--- config.mk ---
export PLATFORM = sky130hd
export DESIGN_NAME = mmpm_cell
export DESIGN_NICKNAME = d
export VERILOG_FILES = /design/src/hw/rtl/mmpm_pkg.sv /design/src/hw/rtl/mmpm_cell.sv
export SDC_FILE = /design/constraint.sdc
export NUM_CORES = 2
export LEC_CHECK = 0
export ABC_AREA = 1
export CAP_MARGIN = 40
export CORE_MARGIN = 3
export CORE_UTILIZATION = 45
export DETAILED_ROUTE_END_ITERATION = 10
export DONT_BUFFER_PORTS = 1
export PLACE_DENSITY_LB_ADDON = 0.15
export SETUP_SLACK_MARGIN = 0.15
export SYNTH_ARGS = -nofsm -noshare
export SYNTH_HDL_FRONTEND = slang
export SYNTH_SLANG_ARGS = --single-unit
export TNS_END_PERCENT = 10
--- constraint.sdc ---
create_clock -name clk -period 8.5 [get_ports clk]
set_clock_uncertainty 0.15 [all_clocks]
set_input_delay 0.85 -clock clk [delete_from_list [all_inputs] [get_ports clk]]
set_output_delay 0.85 -clock clk [all_outputs]
set_load 0.02 [all_outputs]
--- src/hw/rtl/mmpm_pkg.sv ---
package mmpm_pkg;

  localparam int DIM      = 8;
  localparam int EW       = 32;
  localparam int ROWS     = 5 * DIM;
  localparam int RED_BITS = 2 * EW + 1;

  localparam logic [1:0] CMD_LOAD_A = 2'd0;
  localparam logic [1:0] CMD_LOAD_B = 2'd1;
  localparam logic [1:0] CMD_MUL    = 2'd2;
  localparam logic [1:0] CMD_POW    = 2'd3;

  typedef struct packed {
    logic          start;
    logic          first;
    logic [EW-1:0] x;
  } mmpm_link_t;

endpackage

--- src/hw/rtl/mmpm_cell.sv ---
module mmpm_cell
  import mmpm_pkg::*;
(
  input  logic          clk,
  input  logic          rst,
  input  mmpm_link_t    link_in,
  output mmpm_link_t    link_out,
  input  logic [EW-1:0] y,
  input  logic [EW-1:0] modulus,
  output logic [EW-1:0] acc,
  output logic          done
);

  localparam logic [1:0] C_IDLE = 2'd0;
  localparam logic [1:0] C_ADD  = 2'd1;
  localparam logic [1:0] C_RED  = 2'd2;

  logic [1:0]          ph;
  logic [2*EW-1:0]     prod;
  logic                first_q;
  logic [RED_BITS-1:0] s;
  logic [EW-1:0]       r;
  logic [6:0]          cnt;
  logic [RED_BITS-1:0] sum;
  logic [EW:0]         r2;
  logic [EW:0]         r_next;

  always_comb begin
    sum    = (first_q ? RED_BITS'(0) : RED_BITS'(acc)) + RED_BITS'(prod);
    r2     = {r, s[RED_BITS-1]};
    r_next = (r2 >= {1'b0, modulus}) ? r2 - {1'b0, modulus} : r2;
  end

  always_ff @(posedge clk) begin
    if (rst) begin
      ph       <= C_IDLE;
      done     <= 1'b0;
      link_out <= '0;
    end else begin
      link_out <= link_in;
      unique case (ph)
        C_ADD: begin
          if (modulus == '0) begin
            acc  <= sum[EW-1:0];
            done <= 1'b1;
            ph   <= C_IDLE;
          end else begin
            s    <= sum;
            r    <= '0;
            cnt  <= '0;
            done <= 1'b0;
            ph   <= C_RED;
          end
        end
        C_RED: begin
          r   <= r_next[EW-1:0];
          s   <= s << 1;
          cnt <= cnt + 7'd1;
          if (cnt == 7'(RED_BITS - 1)) begin
            acc  <= r_next[EW-1:0];
            done <= 1'b1;
            ph   <= C_IDLE;
          end else begin
            done <= 1'b0;
          end
        end
        default: begin
          done <= 1'b0;
          if (link_in.start) begin
            prod    <= 64'(link_in.x) * 64'(y);
            first_q <= link_in.first;
            ph      <= C_ADD;
          end
        end
      endcase
    end
  end

endmodule

==> run summary <==
Setup crit start = y[8]
Endpoints failing setup = 0
Largest family of logic cells by synthesized area = adder cells
Initial core utilization = 45.7%
DIE HEIGHT = 342 um
Hold endpoint = link_out[32]$_SDFF_PP0_
Drt total wl = 156000 um
Final Slew Violations = 0
Routability cong. = 0.944
Vias per Instance = 4.98
Hold Path Origin = rst
Critical R2R Launch = acc[0]$_DFFE_PP_
Max-Cap Viols = 0
Postcts setup bufs = 0
Hold Path Class = input pin to register
Die width = 342 um
Clk buf depth = 3
Cells after synthesis = 6936
Post-Syn Area per Cell = 7.35 um^2
CTS tree = built
Req. time, crit path = 8.70 ns
First-pass GRT wire length = 248000 um
# hold bufs at CTS = 0
Post-synthesis cell type count = 42
IO Port Bufs = 0
CP Max Fanout = 32
Final hold vios = 0
Fmax = 0.145 GHz
Post-detail-place hpwl = 126000 um
Antenna Nets Post-Route = 0
Post-synthesis compound-gate area fraction = 2.79%
Global route overflow = 0
Worst R2R Path Depth = 16
CTS root buf = clkbuf_16
Reg-to-reg endpoint = s[64]$_DFFE_PP_
Vias = 41.0k
Final period util = 81.3%
Yosys warns = 0
Crit start category = input pin
Synth-to-layout area growth = 3.84%
Clock Latency Late Sink = 0.61 ns
Final min period = 6.91 ns
Worst hold margin = 0.163 ns
Synth Area in XOR/XNOR = 1.05%
Post-synthesis mux area share = 0%
# clock sinks = 238
Worst Path Class, Setup = input pin to register
Iter 0 DRT Violations = 2908
Min-Delay Path Depth = 1
CTS Buf Count = 30
Finished Core Util = 47.4%
Fin nets = 8045
DRC = 0
Synth Area in Simple Gates = 22.2%
Setup TNS = 0 ns
Initial DRT Pass Iterations = 6
Ant diodes = 0
Tightest Pin Transition = 0.879 ns
Reg2Reg Setup Slack = 5.06 ns
# IOs = 167
Post-Syn Nets = 8265
Mapped Area = 0.0510 mm^2
Largest net degree at the start of global routing = 67
Slew headroom = 41.4%
CP endpoint kind = register
GRT Overall Usage = 27.3%
Core area = 0.112 mm^2
EDFF count, synth = 201
Layout cells sized above 1 = 1.60%
Post_cts resized = 0
Initial antenna violation count = 1
Seq/Total Area, Yosys = 13.3%
RSZ-0062 raised after global routing = false
Routed len/inst = 19.0 um
Filler cell count = 11.4k
Reg clk slew, reported paths = 0.06 ns
Vias in the first global route = 43.0k
Worst path arrival time = 7.11 ns
Die area = 0.117 mm^2
Async S/R FF share, synth = 0%
Synth Register Bits = 238
CTS H-tree lvls = 1
Post-synthesis adder-cell area fraction = 43.4%
# rows = 122
Most used DFF post-synth = edfxtp_1
Outcome = finished, final reports clean
==> critical path, cell delays in order <==
cell and delay, ns:
nand2_1 0.05, inv_1 0.05, fa_1 0.53, inv_1 0.06, fa_1 0.52, fa_1 0.57
inv_1 0.06, fa_1 0.49, fa_1 0.58, fa_1 0.43, fa_1 0.51, fa_1 0.47
ha_1 0.40, a21oi_1 0.28, o21ai_0 0.19, a21oi_1 0.30, o21ai_0 0.21, a21oi_1 0.30
nand2_1 0.10, nand2_1 0.07, nand2_1 0.07
==> per-stage QoR <==
stage / setup slack [ns] / cells / area, um^2
floorplan: 1.34 / 6936 / 51000
global placement: 0.976 / 8172 / 51900
detailed placement: 0.978 / 8172 / 51900
CTS: 1.63 / 8228 / 52900
global route: 1.30 / 8228 / 52900
finish: 1.59 / 8228 / 52900
==> area by class of cell <==
cell class | count | area (um^2) | area share [%]
Timing Repair Buffer | 8 | 60.1 | 0.114
Clock buffer | 33 | 762 | 1.44
Tap cell | 1488 | 1860 | 3.52
Clock inverter | 23 | 255 | 0.482
Multi-Input combinational cell | 4374 | 35400 | 67.0
Inverter | 2064 | 7750 | 14.6
Sequential cell | 238 | 6780 | 12.8
==> synth_stat cells (4+ instances only) <==
cell type     n  area, um^2
fa_1        898       18000
nand3_1     189         946
or2_2         5        31.3
inv_2        14        52.6
buf_1        13        48.8
nand3_2      13         130
nand4_1      37         231
a21oi_1     152         761
inv_1      2050        7690
clkbuf_1    234         878
o21ai_0      92         460
dfxtp_1      37         741
xnor2_1      18         158
xor2_1       43         377
nor2_2        6        37.5
buf_2         7        35.0
a21o_1        4        30.0
nand2_1    2098        7880
nor3_1       33         165
ha_1        331        4140
edfxtp_1    201        6040
nor2_1      352        1320
nor4_1        7        43.8
nand3b_1     54         405
o21bai_1      8        60.1
a21boi_0      5        37.5
and2_1        5        31.3
==> cell usage in the layout (no fill, tap or decap), types with 18 or more instances in the layout <==
master     count
nand2_1     2098
inv_1       2050
fa_1         898
nor2_1       351
ha_1         330
edfxtp_1     201
nand3_1      189
a21oi_1      152
o21ai_0       92
nand3b_1      54
xor2_1        43
nand4_1       37
dfxtp_1       37
nor3_1        33
clkbuf_16     30
xnor2_1       18
==> registers in the layout, indices dropped and copies added (netlist names) <==
name	cells
ph	2
cnt	7
s	65
done	1
acc	32
r	32
link_out	34
first_q	1
prod	64
==> worst max-delay path by stage <==
stage | slack (ns) | depth (start not counted) | endpoint
floorplan | 1.34 | 26 | prod[50]$_DFFE_PP_
global placement | 0.98 | 22 | prod[58]$_DFFE_PP_
detailed placement | 0.98 | 22 | prod[58]$_DFFE_PP_
CTS | 1.63 | 22 | prod[58]$_DFFE_PP_
global route | 1.30 | 22 | prod[58]$_DFFE_PP_
finish | 1.59 | 21 | prod[61]$_DFFE_PP_
==> kinds of logic (layout without fill, tap and decap cells) <==
kind of cell,Yosys count,count (layout)
simple gates,2813,2813
buf+inv,2324,2128
fa+ha+maj,1229,1229
compound gates,271,271
flops,238,238
xor+xnor,61,61
==> routing by layer <==
metal  part of all wire, %  vias to the layer above  GRT usage (%)  wire (um)
li1                      -                    19329              -          -
met1                    44                    20159           37.7      68900
met2                    46                     1308           45.4      72300
met3                   7.1                      205           3.91      11000
met4                   2.5                        2           6.09       3840
met5                0.0083                        -              0         13
Power is not shown: default switching activity piles up to over one toggle a cycle in this logic, so the estimate is an artifact.
